## src/stl_pkg.sv

```systemverilog
`timescale 1ns / 1ps
// Shared types, constants and helpers for the script token lexer.
// No dependencies; compiled first.
package stl_pkg;

   // Size of the token buffer the cut length is bounded by
   localparam int TOKEN_BUFFER_SIZE = 64;
   localparam logic [5:0] CUT_MAX = 6'(TOKEN_BUFFER_SIZE - 1);

   // Byte classes
   localparam logic [7:0] CHAR_SEPARATOR_MAX = 8'd32;
   localparam logic [7:0] CHAR_NEWLINE       = 8'd10;

   // Configuration register reset values
   localparam logic [7:0] COMMENT_CHAR_RESET = 8'd59;
   localparam logic [7:0] QUOTE_CHAR_RESET   = 8'd34;
   localparam logic [5:0] MAX_CHARS_RESET    = 6'd63;

   // Results one word can cause
   localparam int MAX_RESULTS = 3;

   // Configuration register indexes
   typedef enum logic [1:0] {
      CSR_COMMENT_CHAR = 2'd0,
      CSR_QUOTE_CHAR   = 2'd1,
      CSR_MAX_CHARS    = 2'd2
   } csr_index_type;

   // Lexer mode; codes 5..7 are never entered and act as between tokens
   typedef enum logic [2:0] {
      LEX_BETWEEN = 3'd0,
      LEX_COMMENT = 3'd1,
      LEX_PLAIN   = 3'd2,
      LEX_QUOTED  = 3'd3,
      LEX_DROP    = 3'd4
   } lex_mode_type;

   // Result kinds
   typedef enum logic [1:0] {
      KIND_CHAR       = 2'd0,
      KIND_END_TOKEN  = 2'd1,
      KIND_END_SCRIPT = 2'd2
   } kind_type;

   // One result word, less the end-of-run flag
   typedef struct packed {
      kind_type    kind;
      logic [7:0]  character;
      logic [5:0]  token_length;
      logic [15:0] line_number;
      logic        crossed_line;
      logic        is_quoted;
   } res_type;

   function automatic res_type make_res(kind_type k, logic [7:0] ch, logic [5:0] len,
                                        logic [15:0] line, logic crossed, logic quoted);
      res_type r;
      r.kind         = k;
      r.character    = ch;
      r.token_length = len;
      r.line_number  = line;
      r.crossed_line = crossed;
      r.is_quoted    = quoted;
      return r;
   endfunction

endpackage

```

## src/stl_if.sv

```systemverilog
`timescale 1ns / 1ps
// Valid/ready channel interfaces for the script token lexer: script bytes in,
// lexer results out. No dependencies.
interface stl_req_if;
   logic       valid;
   logic       ready;
   logic [7:0] byte_value;
   logic       first_byte;
   logic       last_byte;

   modport source (output valid, output byte_value, output first_byte, output last_byte,
                   input ready);
   modport sink (input valid, input byte_value, input first_byte, input last_byte,
                 output ready);
endinterface

interface stl_rsp_if;
   logic        valid;
   logic        ready;
   logic [1:0]  kind;
   logic [7:0]  character;
   logic [5:0]  token_length;
   logic [15:0] line_number;
   logic        crossed_line;
   logic        is_quoted;
   logic        last_of_run;

   modport source (output valid, output kind, output character, output token_length,
                   output line_number, output crossed_line, output is_quoted,
                   output last_of_run, input ready);
   modport sink (input valid, input kind, input character, input token_length,
                 input line_number, input crossed_line, input is_quoted,
                 input last_of_run, output ready);
endinterface

```

## src/script_token_lexer_top.sv

```systemverilog
`timescale 1ns / 1ps
// Script token lexer: takes one script byte per word on req_bus and emits token
// characters, end-of-token marks and an end-of-script mark on rsp_bus. A byte is
// lexed in the cycle it is accepted and its one to three results are loaded into
// a three-entry result register that drains one word per cycle while rsp_bus is
// ready; a byte that gives no result leaves nothing behind. Throughput is one byte
// per cycle while each byte gives at most one result and rsp_bus is ready; a byte
// giving more results holds the input until its last result is being taken.
// Results appear in the cycle after the accept. Depends on stl_pkg and stl_if.
module script_token_lexer_top (
   input  logic        clock,
   input  logic        reset,
   stl_req_if.sink     req_bus,
   stl_rsp_if.source   rsp_bus,
   input  logic        csr_we,
   input  logic [1:0]  csr_index,
   input  logic [7:0]  csr_wdata
);
   import stl_pkg::*;

   // Configuration registers
   logic [7:0]   comment_char_ff;
   logic [7:0]   quote_char_ff;
   logic [5:0]   max_chars_ff;

   // Lexer state
   lex_mode_type mode_ff, mode_in;
   logic [5:0]   cc_ff, cc_in;
   logic [15:0]  line_ff, line_in;
   logic         nl_ff, nl_in;

   // Result buffer
   res_type      res_ff [MAX_RESULTS];
   res_type      res_in [MAX_RESULTS];
   logic [1:0]   cnt_ff;
   logic [1:0]   n_in;

   logic         req_fire;
   logic         rsp_fire;

   assign rsp_fire      = rsp_bus.valid && rsp_bus.ready;
   assign req_bus.ready = (cnt_ff == 2'd0) || ((cnt_ff == 2'd1) && rsp_bus.ready);
   assign req_fire      = req_bus.valid && req_bus.ready;

   // Write configuration registers
   always_ff @(posedge clock) begin
      if (reset) begin
         comment_char_ff <= COMMENT_CHAR_RESET;
         quote_char_ff   <= QUOTE_CHAR_RESET;
         max_chars_ff    <= MAX_CHARS_RESET;
      end else if (csr_we) begin
         unique case (csr_index)
            CSR_COMMENT_CHAR: comment_char_ff <= csr_wdata;
            CSR_QUOTE_CHAR:   quote_char_ff   <= csr_wdata;
            CSR_MAX_CHARS:    max_chars_ff    <= csr_wdata[5:0];
            default: ;
         endcase
      end
   end

   // Lex one byte: next state and the results it causes
   always_comb begin
      logic [7:0] b;
      logic       last;
      logic       betw;
      logic       add;
      logic       addq;
      logic       sep;
      logic [5:0] lim;

      b     = req_bus.byte_value;
      last  = req_bus.last_byte;
      betw  = 1'b0;
      add   = 1'b0;
      addq  = 1'b0;
      sep   = (b <= CHAR_SEPARATOR_MAX);

      mode_in = mode_ff;
      cc_in   = cc_ff;
      line_in = line_ff;
      nl_in   = nl_ff;
      n_in    = 2'd0;
      for (int i = 0; i < MAX_RESULTS; i++) begin
         res_in[i] = '0;
      end

      // Clamp the cut length
      lim = (max_chars_ff == 6'd0) ? 6'd1 : max_chars_ff;
      if (lim > CUT_MAX) begin
         lim = CUT_MAX;
      end

      // Start of a new script drops any unfinished token
      if (req_bus.first_byte) begin
         mode_in = LEX_BETWEEN;
         cc_in   = 6'd0;
         line_in = 16'd1;
         nl_in   = 1'b0;
      end

      unique case (mode_in)
         LEX_COMMENT: begin
            if (b == CHAR_NEWLINE) begin
               if (line_in != 16'hFFFF) line_in = line_in + 16'd1;
               nl_in   = 1'b1;
               mode_in = LEX_BETWEEN;
            end
         end
         LEX_PLAIN: begin
            if (!sep && (b != comment_char_ff)) begin
               add = 1'b1;
            end else begin
               res_in[n_in] = make_res(KIND_END_TOKEN, 8'd0, cc_in, line_in, nl_in, 1'b0);
               n_in    = n_in + 2'd1;
               cc_in   = 6'd0;
               nl_in   = 1'b0;
               mode_in = LEX_BETWEEN;
               betw    = 1'b1;
            end
         end
         LEX_QUOTED: begin
            if (b == quote_char_ff) begin
               res_in[n_in] = make_res(KIND_END_TOKEN, 8'd0, cc_in, line_in, nl_in, 1'b1);
               n_in    = n_in + 2'd1;
               cc_in   = 6'd0;
               nl_in   = 1'b0;
               mode_in = LEX_BETWEEN;
            end else begin
               add  = 1'b1;
               addq = 1'b1;
            end
         end
         LEX_DROP: mode_in = LEX_BETWEEN;
         default: begin
            mode_in = LEX_BETWEEN;
            betw    = 1'b1;
         end
      endcase

      // Byte seen between tokens
      if (betw) begin
         if (sep) begin
            if (b == CHAR_NEWLINE) begin
               if (line_in != 16'hFFFF) line_in = line_in + 16'd1;
               nl_in = 1'b1;
            end
         end else if (b == comment_char_ff) begin
            mode_in = LEX_COMMENT;
         end else if (b == quote_char_ff) begin
            mode_in = LEX_QUOTED;
            cc_in   = 6'd0;
            if (last) begin
               res_in[n_in] = make_res(KIND_END_TOKEN, 8'd0, cc_in, line_in, nl_in, 1'b1);
               n_in    = n_in + 2'd1;
               nl_in   = 1'b0;
               mode_in = LEX_BETWEEN;
            end
         end else begin
            mode_in = LEX_PLAIN;
            cc_in   = 6'd0;
            add     = 1'b1;
         end
      end

      // Append a token character, cutting at the limit
      if (add) begin
         cc_in = cc_in + 6'd1;
         res_in[n_in] = make_res(KIND_CHAR, b, cc_in, line_in, nl_in, addq);
         n_in = n_in + 2'd1;
         if (last || (cc_in >= lim)) begin
            res_in[n_in] = make_res(KIND_END_TOKEN, 8'd0, cc_in, line_in, nl_in, addq);
            n_in    = n_in + 2'd1;
            cc_in   = 6'd0;
            nl_in   = 1'b0;
            mode_in = (addq && !last) ? LEX_DROP : LEX_BETWEEN;
         end
      end

      // Close the script
      if (last) begin
         res_in[n_in] = make_res(KIND_END_SCRIPT, 8'd0, 6'd0, line_in, nl_in, 1'b0);
         n_in    = n_in + 2'd1;
         mode_in = LEX_BETWEEN;
         cc_in   = 6'd0;
         nl_in   = 1'b0;
      end
   end

   // Advance lexer state on an accepted word
   always_ff @(posedge clock) begin
      if (reset) begin
         mode_ff <= LEX_BETWEEN;
         cc_ff   <= 6'd0;
         line_ff <= 16'd1;
         nl_ff   <= 1'b0;
      end else if (req_fire) begin
         mode_ff <= mode_in;
         cc_ff   <= cc_in;
         line_ff <= line_in;
         nl_ff   <= nl_in;
      end
   end

   // Hold, load and drain the result buffer
   always_ff @(posedge clock) begin
      if (reset) begin
         cnt_ff <= 2'd0;
      end else if (req_fire) begin
         cnt_ff <= n_in;
      end else if (rsp_fire) begin
         cnt_ff <= cnt_ff - 2'd1;
      end
   end

   always_ff @(posedge clock) begin
      if (req_fire) begin
         for (int i = 0; i < MAX_RESULTS; i++) begin
            res_ff[i] <= res_in[i];
         end
      end else if (rsp_fire) begin
         for (int i = 0; i < MAX_RESULTS - 1; i++) begin
            res_ff[i] <= res_ff[i + 1];
         end
      end
   end

   // Drive the result port from the head entry
   always_comb begin
      rsp_bus.valid        = (cnt_ff != 2'd0);
      rsp_bus.kind         = res_ff[0].kind;
      rsp_bus.character    = res_ff[0].character;
      rsp_bus.token_length = res_ff[0].token_length;
      rsp_bus.line_number  = res_ff[0].line_number;
      rsp_bus.crossed_line = res_ff[0].crossed_line;
      rsp_bus.is_quoted    = res_ff[0].is_quoted;
      rsp_bus.last_of_run  = (cnt_ff == 2'd1);
   end

   // Outside a token the character count is always clear
   a_count_clear: assert property (@(posedge clock) disable iff (reset)
      (mode_ff == LEX_BETWEEN || mode_ff == LEX_COMMENT || mode_ff == LEX_DROP)
         |-> (cc_ff == 6'd0))
      else $error("character count set outside a token");

   // Line count never falls to zero
   a_line_nonzero: assert property (@(posedge clock) disable iff (reset)
      line_ff != 16'd0)
      else $error("line count is zero");

   // A last byte always yields results and leaves the lexer between tokens
   a_last_closes: assert property (@(posedge clock) disable iff (reset)
      (req_fire && req_bus.last_byte)
         |=> (rsp_bus.valid && mode_ff == LEX_BETWEEN && !nl_ff))
      else $error("last byte did not close the script");

   // The final word of a run after a last byte is the end-of-script mark
   a_eos_last: assert property (@(posedge clock) disable iff (reset)
      (rsp_bus.valid && rsp_bus.kind == KIND_END_SCRIPT)
         |-> (rsp_bus.last_of_run && rsp_bus.token_length == 6'd0 && !rsp_bus.is_quoted))
      else $error("end-of-script mark out of place");

endmodule

```

## src/flat_wrapper.sv

```systemverilog
// flat-port wrapper written by rule: the top's interface ports become plain ports
module script_token_lexer_top_flat import stl_pkg::*;
  (clock, reset, csr_we, csr_index, csr_wdata, req_bus_valid, req_bus_byte_value, req_bus_first_byte, req_bus_last_byte, req_bus_ready, rsp_bus_valid, rsp_bus_kind, rsp_bus_character, rsp_bus_token_length, rsp_bus_line_number, rsp_bus_crossed_line, rsp_bus_is_quoted, rsp_bus_last_of_run, rsp_bus_ready);
  stl_req_if req_bus_i ();
  stl_rsp_if rsp_bus_i ();
  input  logic clock;
  input  logic reset;
  input  logic csr_we;
  input  logic [1:0] csr_index;
  input  logic [7:0] csr_wdata;
  input wire logic [$bits(req_bus_i.valid)-1:0] req_bus_valid;
  input wire logic [$bits(req_bus_i.byte_value)-1:0] req_bus_byte_value;
  input wire logic [$bits(req_bus_i.first_byte)-1:0] req_bus_first_byte;
  input wire logic [$bits(req_bus_i.last_byte)-1:0] req_bus_last_byte;
  output wire logic [$bits(req_bus_i.ready)-1:0] req_bus_ready;
  output wire logic [$bits(rsp_bus_i.valid)-1:0] rsp_bus_valid;
  output wire logic [$bits(rsp_bus_i.kind)-1:0] rsp_bus_kind;
  output wire logic [$bits(rsp_bus_i.character)-1:0] rsp_bus_character;
  output wire logic [$bits(rsp_bus_i.token_length)-1:0] rsp_bus_token_length;
  output wire logic [$bits(rsp_bus_i.line_number)-1:0] rsp_bus_line_number;
  output wire logic [$bits(rsp_bus_i.crossed_line)-1:0] rsp_bus_crossed_line;
  output wire logic [$bits(rsp_bus_i.is_quoted)-1:0] rsp_bus_is_quoted;
  output wire logic [$bits(rsp_bus_i.last_of_run)-1:0] rsp_bus_last_of_run;
  input wire logic [$bits(rsp_bus_i.ready)-1:0] rsp_bus_ready;
  assign req_bus_i.valid = req_bus_valid;
  assign req_bus_i.byte_value = req_bus_byte_value;
  assign req_bus_i.first_byte = req_bus_first_byte;
  assign req_bus_i.last_byte = req_bus_last_byte;
  assign req_bus_ready = req_bus_i.ready;
  assign rsp_bus_valid = rsp_bus_i.valid;
  assign rsp_bus_kind = rsp_bus_i.kind;
  assign rsp_bus_character = rsp_bus_i.character;
  assign rsp_bus_token_length = rsp_bus_i.token_length;
  assign rsp_bus_line_number = rsp_bus_i.line_number;
  assign rsp_bus_crossed_line = rsp_bus_i.crossed_line;
  assign rsp_bus_is_quoted = rsp_bus_i.is_quoted;
  assign rsp_bus_last_of_run = rsp_bus_i.last_of_run;
  assign rsp_bus_i.ready = rsp_bus_ready;
  script_token_lexer_top u_core (.clock(clock), .reset(reset), .req_bus(req_bus_i), .rsp_bus(rsp_bus_i), .csr_we(csr_we), .csr_index(csr_index), .csr_wdata(csr_wdata));
endmodule
```

## config.mk

```make
export PLATFORM = sky130hd
export DESIGN_NAME = script_token_lexer_top_flat
export DESIGN_NICKNAME = d
export VERILOG_FILES = /design/src/stl_pkg.sv /design/src/stl_if.sv /design/src/script_token_lexer_top.sv /design/src/flat_wrapper.sv
export SDC_FILE = /design/constraint.sdc
export NUM_CORES = 1
export LEC_CHECK = 0
export BUFFER_PORTS_ARGS = -buffer_cell sky130_fd_sc_hd__clkbuf_2
export CORE_MARGIN = 2
export CORE_UTILIZATION = 35
export CTS_CLUSTER_DIAMETER = 80
export DETAILED_ROUTE_END_ITERATION = 7
export GPL_TIMING_DRIVEN = 0
export PLACE_DENSITY = 0.61
export REMOVE_ABC_BUFFERS = 1
export SLEW_MARGIN = 15
export SYNTH_ARGS = -nofsm -noshare
export SYNTH_HDL_FRONTEND = slang
export SYNTH_SLANG_ARGS = --single-unit
export TNS_END_PERCENT = 5
```

## constraint.sdc

```tcl
create_clock -name clock -period 7.4 [get_ports clock]
set_input_delay 1.48 -clock clock [delete_from_list [all_inputs] [get_ports clock]]
set_output_delay 1.48 -clock clock [all_outputs]
set_load 0.1 [all_outputs]
```

==> flow_metrics.env, run 1 <==
export IMPL_vias=6951
export IMPL_cp_max_fo=36
export IMPL_ys_ff_latch=152
export IMPL_skew_ps=14.5
export IMPL_synth_flop_cell="edfxtp_1"
export IMPL_area_delta_synth_final_pct=11.2
export IMPL_synth_seq_area_share=0.456
export IMPL_drt_pass1_iter_count=5
export IMPL_synth_cell_types=85
export IMPL_wl_per_cell_um=18.3
export IMPL_yosys_area_share_simple=0.206
export IMPL_ir_drop_v=0.000313
export IMPL_via_per_inst=5.48
export IMPL_gp_congestion=0.912
export IMPL_die_h_um=164
export IMPL_fin_crit_ps=7020
export IMPL_finalNetCount=973
export IMPL_power_density_mw_per_mm2=340
export IMPL_fmax_mhz=142
export IMPL_setup_viol=0
export IMPL_synth_edf_count=102
export IMPL_timing_reg2reg_setup_slack_ps=1370
export IMPL_crit_top_cell="nand2_1"
export IMPL_grt_overflow=0
export IMPL_cp_slowest_cell="or3b_2"
export IMPL_synth_compound_area_frac=0.183
export IMPL_fill_cells=2569
export IMPL_worst_slack_ps=378
export IMPL_async_reset_ff_frac=0
export IMPL_hpwl_mm=15.7
export IMPL_cp_required_ps=7630
export IMPL_tightest_slew_ps=1190
export IMPL_die_area_sq_mm=0.0268
export IMPL_grt_usage=0.178
export IMPL_grt_pass1_vias=6596
export IMPL_synthesis_area_sq_mm=0.00892
export IMPL_avgSynthCellArea_sq_um=9.64
export IMPL_diodes=0
export IMPL_drtIter0Drc=555
export IMPL_synth_xor_area_frac=0.0370
export IMPL_cts_htree_levels=4
export IMPL_synth_fa_ha_area_frac=0.0309
export IMPL_synth_warnings=0
export IMPL_report_final_slew_viol_count=0
export IMPL_holdBufCountCts=0
export IMPL_rsz0062_at_grt="yes"
export IMPL_start_util=0.355
export IMPL_drc=0
export IMPL_ant_nets=0
export IMPL_drive_gt1_frac=0.157
export IMPL_p_leak_nw=3.74
export IMPL_clk_latency_ps=430
export IMPL_ios=62
export IMPL_grt_max_degree=58
export IMPL_clockBufferDepth=2
export IMPL_wl_mm=23.3
export IMPL_relSlewSlack=0.204
export IMPL_clkTransAtPathRegs_ps=70
export IMPL_rows=58
export IMPL_min_path_type="flop to flop"
export IMPL_cts_tree="yes"
export IMPL_hold_viol_final=0
export IMPL_end_kind="flop"
export IMPL_utilization=0.395
export IMPL_critPathLaunchType="input port"
export IMPL_path_buf_inv=3
export IMPL_status="completed"
export IMPL_arrival_ps=7250
export IMPL_synth_cells=925
export IMPL_critical_path_class="input port to flop"
export IMPL_cts_sinks=152
export IMPL_post_place_ws_ps=-980
export IMPL_core_area_sq_mm=0.0251
export IMPL_die_w_um=164
export IMPL_period_share=0.949
export IMPL_portBuffers=61
export IMPL_synth_mux_area_frac=0.0199
export IMPL_max_stage_delay_ps=560
export IMPL_cts_buffers_inserted=17
export IMPL_synth_top_family_by_area="simple AND/OR/NAND/NOR gates"
export IMPL_grt_pass1_wl_mm=37.1
export IMPL_antenna_found_initial=0
export IMPL_maxCapViolations=0
export IMPL_cp_top_family="simple AND/OR/NAND/NOR gates"
export IMPL_cts_root_buf="clkbuf_16"
==> report_power, final <==
part	internal, W	switching [W]
clock	0.000481	0.000364
sequential	0.00120	0.0000769
combinational	0.000205	0.00104
total	0.00189	0.00149
==> flip-flops by register name, indices dropped and copies added, names as in the netlist <==
register	flops
u_core.res_ff	102
u_core.line_ff	16
u_core.comment_char_ff	8
u_core.quote_char_ff	8
u_core.cc_ff	6
u_core.max_chars_ff	6
u_core.mode_ff	3
u_core.cnt_ff	2
u_core.nl_ff	1
==> what timing repair did <==
item,4_1_cts,5_1_grt
endpoints found under the hold margin,0,0
setup endpoints to repair,34,41
resized for setup,6,11
buffers inserted,0,2
==> worst reg2reg max path, delay by kind of cell (launching register included) <==
| kind | cells | cell delay, ps |
|---|---|---|
| buf+inv | 2 | 190 |
| xor+xnor | 1 | 150 |
| fa+ha+maj | 3 | 680 |
| simple gates | 11 | 2560 |
| compound gates | 7 | 1800 |
| flops | 1 | 450 |
==> synth_stat cells (all sizes together) (15+ instances only) <==
| cell type | number | area [sq um] |
|---|---|---|
| a21oi | 43 | 219 |
| a22o | 26 | 228 |
| and2 | 16 | 100 |
| and3 | 15 | 95.1 |
| buf | 46 | 338 |
| clkbuf | 39 | 150 |
| dfxtp | 50 | 1000 |
| edfxtp | 102 | 3060 |
| ha | 22 | 275 |
| inv | 29 | 109 |
| nand2 | 91 | 342 |
| nand3 | 28 | 140 |
| nor2 | 86 | 323 |
| nor2b | 15 | 93.8 |
| o21ai | 55 | 275 |
| xor2 | 24 | 210 |
==> per-stage QoR <==
stage          cells  total power, W  TNS [ps]  cell area [sq um]  hold WS (ps)
2_1_floorplan    840         0.00226         0               8430           421
3_3_place_gp    1231         0.00253    -94840               9150           436
3_5_place_dp    1235         0.00255    -30550               9250           443
4_1_cts         1267         0.00340         0               9850           453
5_1_grt         1269         0.00352     -1.67               9920           463
6_report        1269         0.00337         0               9920           452
==> layout by cell type (no fill, tap or decap), types with 5 or more instances in the layout <==
cell and count:
a21o_1 8, nand4_1 12, a31oi_1 10, o211ai_1 8, nor2b_1 15, nand2_1 90, and4_1 7, a211oi_1 5
edfxtp_1 102, and3_1 14, or2_2 9, a22oi_1 9, ha_1 22, clkbuf_16 19, o21ai_1 6, inv_1 27
nor3_1 13, dfxtp_1 50, mux2i_1 13, nand2b_1 12, a211o_1 12, nand3_1 27, xnor2_1 10, nand3b_1 11
o21ai_0 48, inv_4 6, xor2_1 24, o31ai_1 5, a32oi_1 5, a22o_1 26, clkbuf_2 59, nor2_1 85
and2_1 15, a21oi_1 40, nor4_1 8
==> kinds of logic after synthesis <==
kind of cell / count (synthesis)
buffers and inverters: 114
flip-flops: 152
multiplexers: 17
AO/OA/AOI/OAI: 232
adder cells (fa/ha/maj): 22
AND/OR/NAND/NOR: 352
XOR/XNOR: 36
==> per-layer routing <==
metal | wire (um) | up-vias | GRT usage
met5 | 0 | - | 0
met4 | 251 | 0 | 0.0431
met3 | 984 | 21 | 0.0315
met2 | 11000 | 195 | 0.290
met1 | 11000 | 3340 | 0.246
li1 | - | 3395 | -
==> final timing paths <==
check / start / to / depth (start not counted)
setup / recovery: req_bus_first_byte / u_core.res_ff[0][15] / 25
hold / removal: u_core.nl_ff / u_core.nl_ff / 2
setup reg to reg: u_core.mode_ff[0] / u_core.res_ff[0][15] / 24
hold reg to reg: u_core.nl_ff / u_core.nl_ff / 2
==> cell type report <==
type / count / area (sq um) / share of cell area
Multi-Input combinational cell: 659 / 4370 / 0.440
Sequential cell: 152 / 4060 / 0.410
Clock buffer: 24 / 504 / 0.0508
Tap cell: 330 / 413 / 0.0416
Timing Repair Buffer: 67 / 397 / 0.0400
Inverter: 29 / 114 / 0.0115
Clock inverter: 8 / 58.8 / 0.00593
(Power assumes the default switching activity.)
==> run 2: changes to the inputs <==
- ABC_AREA: default -> 1
- CTS_CLUSTER_SIZE: default -> 30
==> flow_metrics.env, run 2 <==
export IMPL_final_cells=1549
export IMPL_die_h_um=167
export IMPL_critPathLaunchType="input port"
export IMPL_min_path_type="flop to flop"
export IMPL_synth_warnings=0
export IMPL_relSlewSlack=0.260
export IMPL_vias=7791
export IMPL_drc=0
export IMPL_switching_power_w=0.00183
export IMPL_setup_viol=0
export IMPL_area_delta_synth_final_pct=11.2
export IMPL_yosys_cell_count_top_type="nand2_1"
export IMPL_cts_tree="yes"
export IMPL_clockBufferDepth=2
export IMPL_cts_buffers_inserted=17
export IMPL_period_share=0.910
export IMPL_finalNetCount=1247
export IMPL_largest_register_ffs=102
export IMPL_seq_power_share=0.355
export IMPL_met1_length_mm=11.4
export IMPL_ios=62
export IMPL_avgSynthCellArea_sq_um=7.81
export IMPL_antenna_found_initial=1
export IMPL_fill_cells=2702
export IMPL_top_register="u_core.res_ff"
export IMPL_grt_max_degree=72
export IMPL_worst_slack_ps=665
export IMPL_fin_crit_ps=6730
export IMPL_async_reset_ff_frac=0
export IMPL_die_area_sq_mm=0.0278
export IMPL_skew_ps=10.2
export IMPL_ys_ff_latch=152
export IMPL_p_leak_nw=4.52
export IMPL_final_common_cell="nand2_1"
export IMPL_grt_usage=0.177
export IMPL_power_density_mw_per_mm2=370
export IMPL_ir_drop_v=0.000365
export IMPL_cp_max_fo=23
export IMPL_via_per_inst=5.03
export IMPL_die_w_um=167
export IMPL_utilization=0.396
export IMPL_core_area_sq_mm=0.0260
export IMPL_wl_per_cell_um=15.6
export IMPL_grt_pass1_wl_mm=39.6
export IMPL_layout_common_cells="nand2_1, inv_1, nor2_1, edfxtp_1, o21ai_0"
export IMPL_hpwl_mm=17.3
export IMPL_cts_root_buf="clkbuf_16"
export IMPL_synth_top_area_share=0.331
export IMPL_cts_htree_levels=4
export IMPL_grt_pass1_vias=7420
export IMPL_synth_edf_count=102
export IMPL_drt_pass1_iter_count=6
export IMPL_yosys_top_cells_area="edfxtp_1, nand2_1, dfxtp_1"
export IMPL_gp_congestion=0.906
export IMPL_report_final_slew_viol_count=0
export IMPL_maxCapViolations=0
export IMPL_post_cts_setup_buffers=0
export IMPL_synthTopCellsByCount="nand2_1, inv_1, nor2_1"
export IMPL_cp_slowest_cell="inv_2"
export IMPL_arrival_ps=6910
export IMPL_wl_mm=24.1
export IMPL_routed_wl_met3_mm=1.35
export IMPL_start_util=0.356
export IMPL_end_kind="flop"
export IMPL_seqCellArea_sq_mm=0.00406
export IMPL_grt_overflow=0
export IMPL_p_comb_frac=0.411
export IMPL_rsz0062_at_grt="no"
export IMPL_ant_nets=0
export IMPL_drtIter0Drc=587
export IMPL_tightest_slew_ps=1110
export IMPL_cp_required_ps=7580
export IMPL_drive_gt1_frac=0.145
export IMPL_synth_largest_area_cell="edfxtp_1"
export IMPL_rows=59
export IMPL_wl_met2_mm=11.1
export IMPL_intPower_w=0.00198
export IMPL_status="completed"
export IMPL_critical_path_class="input port to flop"
export IMPL_clk_latency_ps=440
export IMPL_multiInputGateArea_sq_mm=0.00428
export IMPL_clkTransAtPathRegs_ps=70
export IMPL_power_w=0.00381
export IMPL_hold_viol_final=0
export IMPL_synth_flop_cell="edfxtp_1"
export IMPL_finalHoldWorstSlack_ps=470
export IMPL_reg_top3="u_core.res_ff: 102 flops, u_core.line_ff: 16 flops"
export IMPL_p_clk_frac=0.234
export IMPL_crit_top_cell="nand2_1"
export IMPL_swShare=0.481
export IMPL_dr_max_layer_used="met4"
export IMPL_synth_seq_area_share=0.439
export IMPL_synth_cells=1186
export IMPL_cts_sinks=152
export IMPL_portBuffers=61
export IMPL_synth_cell_types=50
export IMPL_post_place_ws_ps=-921
export IMPL_max_stage_delay_ps=450
export IMPL_synthesis_area_sq_mm=0.00926
export IMPL_fmax_mhz=148
export IMPL_dp_cells=1516
==> run 2: stage by stage <==
stage	setup TNS [ps]	cell area [sq um]
2_1_floorplan	0	8850
3_3_place_gp	-22980	9580
3_5_place_dp	-23250	9660
4_1_cts	0	10300
5_1_grt	0	10300
6_report	0	10300
==> run 2: power groups by stage <==
| stage | clock network [W] | logic [W] | registers, W |
|---|---|---|---|
| 2_1_floorplan | 0 | 0.000561 | 0.00204 |
| 3_3_place_gp | 0 | 0.00153 | 0.00139 |
| 3_5_place_dp | 0 | 0.00158 | 0.00137 |
| 4_1_cts | 0.000902 | 0.00158 | 0.00136 |
| 5_1_grt | 0.000939 | 0.00168 | 0.00138 |
| 6_report | 0.000891 | 0.00157 | 0.00135 |
==> run 2: cells by family after synthesis <==
kind of cell / share of synthesized area
flip-flops: 0.439
adder cells (fa/ha/maj): 0.0297
AND/OR/NAND/NOR: 0.296
buffers and inverters: 0.102
AO/OA/AOI/OAI: 0.114
XOR/XNOR: 0.0192
==> run 2: path summary, 6_finish.rpt <==
kind | startpoint | end | slack, ps | cells past startpoint
setup / recovery | req_bus_first_byte | u_core.res_ff[0][14] | 670 | 31
hold / removal | u_core.nl_ff | u_core.nl_ff | 470 | 2
setup reg to reg | u_core.quote_char_ff[4] | u_core.res_ff[0][14] | 1540 | 29
hold reg to reg | u_core.nl_ff | u_core.nl_ff | 470 | 2
==> run 2: per-layer routing <==
metal | GRT usage | vias to the layer above
li1 | - | 3949
met1 | 0.248 | 3641
met2 | 0.282 | 181
met3 | 0.0340 | 20
met4 | 0.0469 | 0
met5 | 0 | -
==> run 2: repair_timing <==
| item | CTS | global route |
|---|---|---|
| cloned | 0 | 0 |
| hold endpoints to repair | 0 | 0 |
| resized for setup | 2 | 3 |
| hold buffers | 0 | 0 |
| endpoints found under the setup margin | 29 | 49 |
==> run 2: critical path, delay by kind of cell <==
family,cells,cell delay [ps]
buf+inv,7,1100
compound gates,4,710
simple gates,17,2910
fa+ha+maj,3,690
==> run 2: layout make-up <==
type,count,share of cell area
Sequential cell,152,0.395
Clock inverter,15,0.0176
Inverter,142,0.0524
Multi-Input combinational cell,823,0.416
Timing Repair Buffer,64,0.0369
Tap cell,335,0.0407
Clock buffer,17,0.0413
Antenna cell,1,0.000243
==> run 3: changes to the inputs <==
- MAX_ROUTING_LAYER: default -> met4
==> flow_metrics.env, run 3 (same netlist as run 2, synthesis figures left out) <==
export IMPL_cp_required_ps=7580
export IMPL_grt_max_degree=73
export IMPL_worst_slack_ps=613
export IMPL_grt_usage=0.180
export IMPL_drt_pass1_iter_count=5
export IMPL_period_share=0.917
export IMPL_die_w_um=167
export IMPL_cts_htree_levels=4
export IMPL_post_place_ws_ps=-953
export IMPL_cts_tree="yes"
export IMPL_largest_register_ffs=102
export IMPL_drive_gt1_frac=0.144
export IMPL_fin_crit_ps=6790
export IMPL_die_area_sq_mm=0.0278
export IMPL_vias=7837
export IMPL_drc=0
export IMPL_maxCapViolations=0
export IMPL_fill_cells=2691
export IMPL_power_w=0.00382
export IMPL_rsz0062_at_grt="no"
export IMPL_portBuffers=61
export IMPL_clockBufferDepth=2
export IMPL_core_area_sq_mm=0.0260
export IMPL_die_h_um=167
export IMPL_skew_ps=9.92
export IMPL_fmax_mhz=147
export IMPL_finalSetupTns_ps=0
export IMPL_finalNetCount=1247
export IMPL_placed_area_sq_mm=0.00966
export IMPL_top_register="u_core.res_ff"
export IMPL_hold_viol_final=0
export IMPL_hpwl_mm=17.2
export IMPL_antenna_found_initial=1
export IMPL_arrival_ps=6970
export IMPL_report_final_slew_viol_count=0
export IMPL_ir_drop_v=0.000421
export IMPL_cts_sinks=152
export IMPL_relSlewSlack=0.230
export IMPL_wl_per_cell_um=15.7
export IMPL_cp_slowest_cell="inv_2"
export IMPL_final_common_cell="nand2_1"
export IMPL_crit_top_cell="nand2_1"
export IMPL_path_buf_inv=7
export IMPL_final_cells=1549
export IMPL_via_per_inst=5.06
export IMPL_cp_max_fo=23
export IMPL_tightest_slew_ps=1150
export IMPL_end_kind="flop"
export IMPL_setup_viol=0
export IMPL_ant_nets=0
export IMPL_drtIter0Drc=672
export IMPL_start_util=0.356
export IMPL_dp_cells=1516
export IMPL_rows=59
export IMPL_wl_mm=24.2
export IMPL_post_cts_setup_buffers=0
export IMPL_clk_latency_ps=440
export IMPL_area_delta_synth_final_pct=11.1
export IMPL_power_density_mw_per_mm2=372
export IMPL_clkTransAtPathRegs_ps=70
export IMPL_cts_root_buf="clkbuf_16"
export IMPL_critical_path_class="input port to flop"
export IMPL_cp_top_family="simple AND/OR/NAND/NOR gates"
export IMPL_critPathLaunchType="input port"
export IMPL_reg_top3="u_core.res_ff: 102 flops, u_core.line_ff: 16 flops"
export IMPL_layout_common_cells="nand2_1, inv_1, nor2_1, edfxtp_1, o21ai_0"
export IMPL_grt_overflow=0
export IMPL_max_stage_delay_ps=450
export IMPL_holdBufCountCts=0
export IMPL_grt_pass1_wl_mm=39.1
export IMPL_gp_congestion=0.906
export IMPL_min_path_type="flop to flop"
export IMPL_ios=62
export IMPL_cts_buffers_inserted=17
export IMPL_grt_pass1_vias=7291
export IMPL_p_leak_nw=4.51
export IMPL_status="completed"
export IMPL_finalInstanceArea_sq_mm=0.0103
==> run 3: changes by cell type in the layout (fill, tap and decap cells not counted) <==
cell        previous run  this run
nor3_2                 3         2
clkinv_8               5         2
bufinv_16              0         1
nor3_1                16        17
inv_6                  2         3
clkinvlp_4             0         1
==> run 3: worst min-delay path, delay by kind of cell, from the launching register on <==
family | cells | cell delay [ps]
simple gates | 1 | 60
flops | 1 | 310
compound gates | 1 | 50
==> run 3: area by class of cell <==
type                    count  area (sq um)  share of cell area
clock buffers              17           425              0.0414
flip-flops and latches    152          4060               0.395
repair buffers             64           380              0.0370
diodes                      1          2.50            0.000243
well taps                 335           419              0.0407
clock inverters            15           179              0.0174
inverters                 142           539              0.0524
multi-input cells         823          4280               0.416
==> run 3: final timing paths <==
check                           slack, ps               startpoint                    to  cells past startpoint
worst max-delay path                  610       req_bus_first_byte  u_core.res_ff[0][14]                     31
worst min-delay path                  470          u_core.cc_ff[1]       u_core.cc_ff[1]                      2
worst max register to register       1520  u_core.quote_char_ff[4]  u_core.res_ff[0][14]                     29
worst min register to register        470          u_core.cc_ff[1]       u_core.cc_ff[1]                      2
==> run 3: metal layers <==
layer  wire length, um  GRT usage
met1             11500      0.245
met2             11100      0.278
met3              1210     0.0311
met4               367     0.0491
met5                 0          -
==> run 3: through the flow <==
step	hold WS (ps)	util
detailed placement	456	0.372
CTS	468	0.395
global placement	452	0.369
global route	482	0.396
floorplan	439	-
finish	467	0.396
==> run 3: where the power goes <==
group	switching, W	total, W	internal, W
Clock	0.000415	0.000900	0.000485
Combinational	0.00132	0.00157	0.000256
Sequential	0.0000876	0.00135	0.00126
==> run 3: what timing repair did <==
| item | 4_1_cts | 5_1_grt |
|---|---|---|
| resized for setup | 3 | 2 |
| pin swaps | 0 | 0 |
| endpoints found under the setup margin | 29 | 15 |
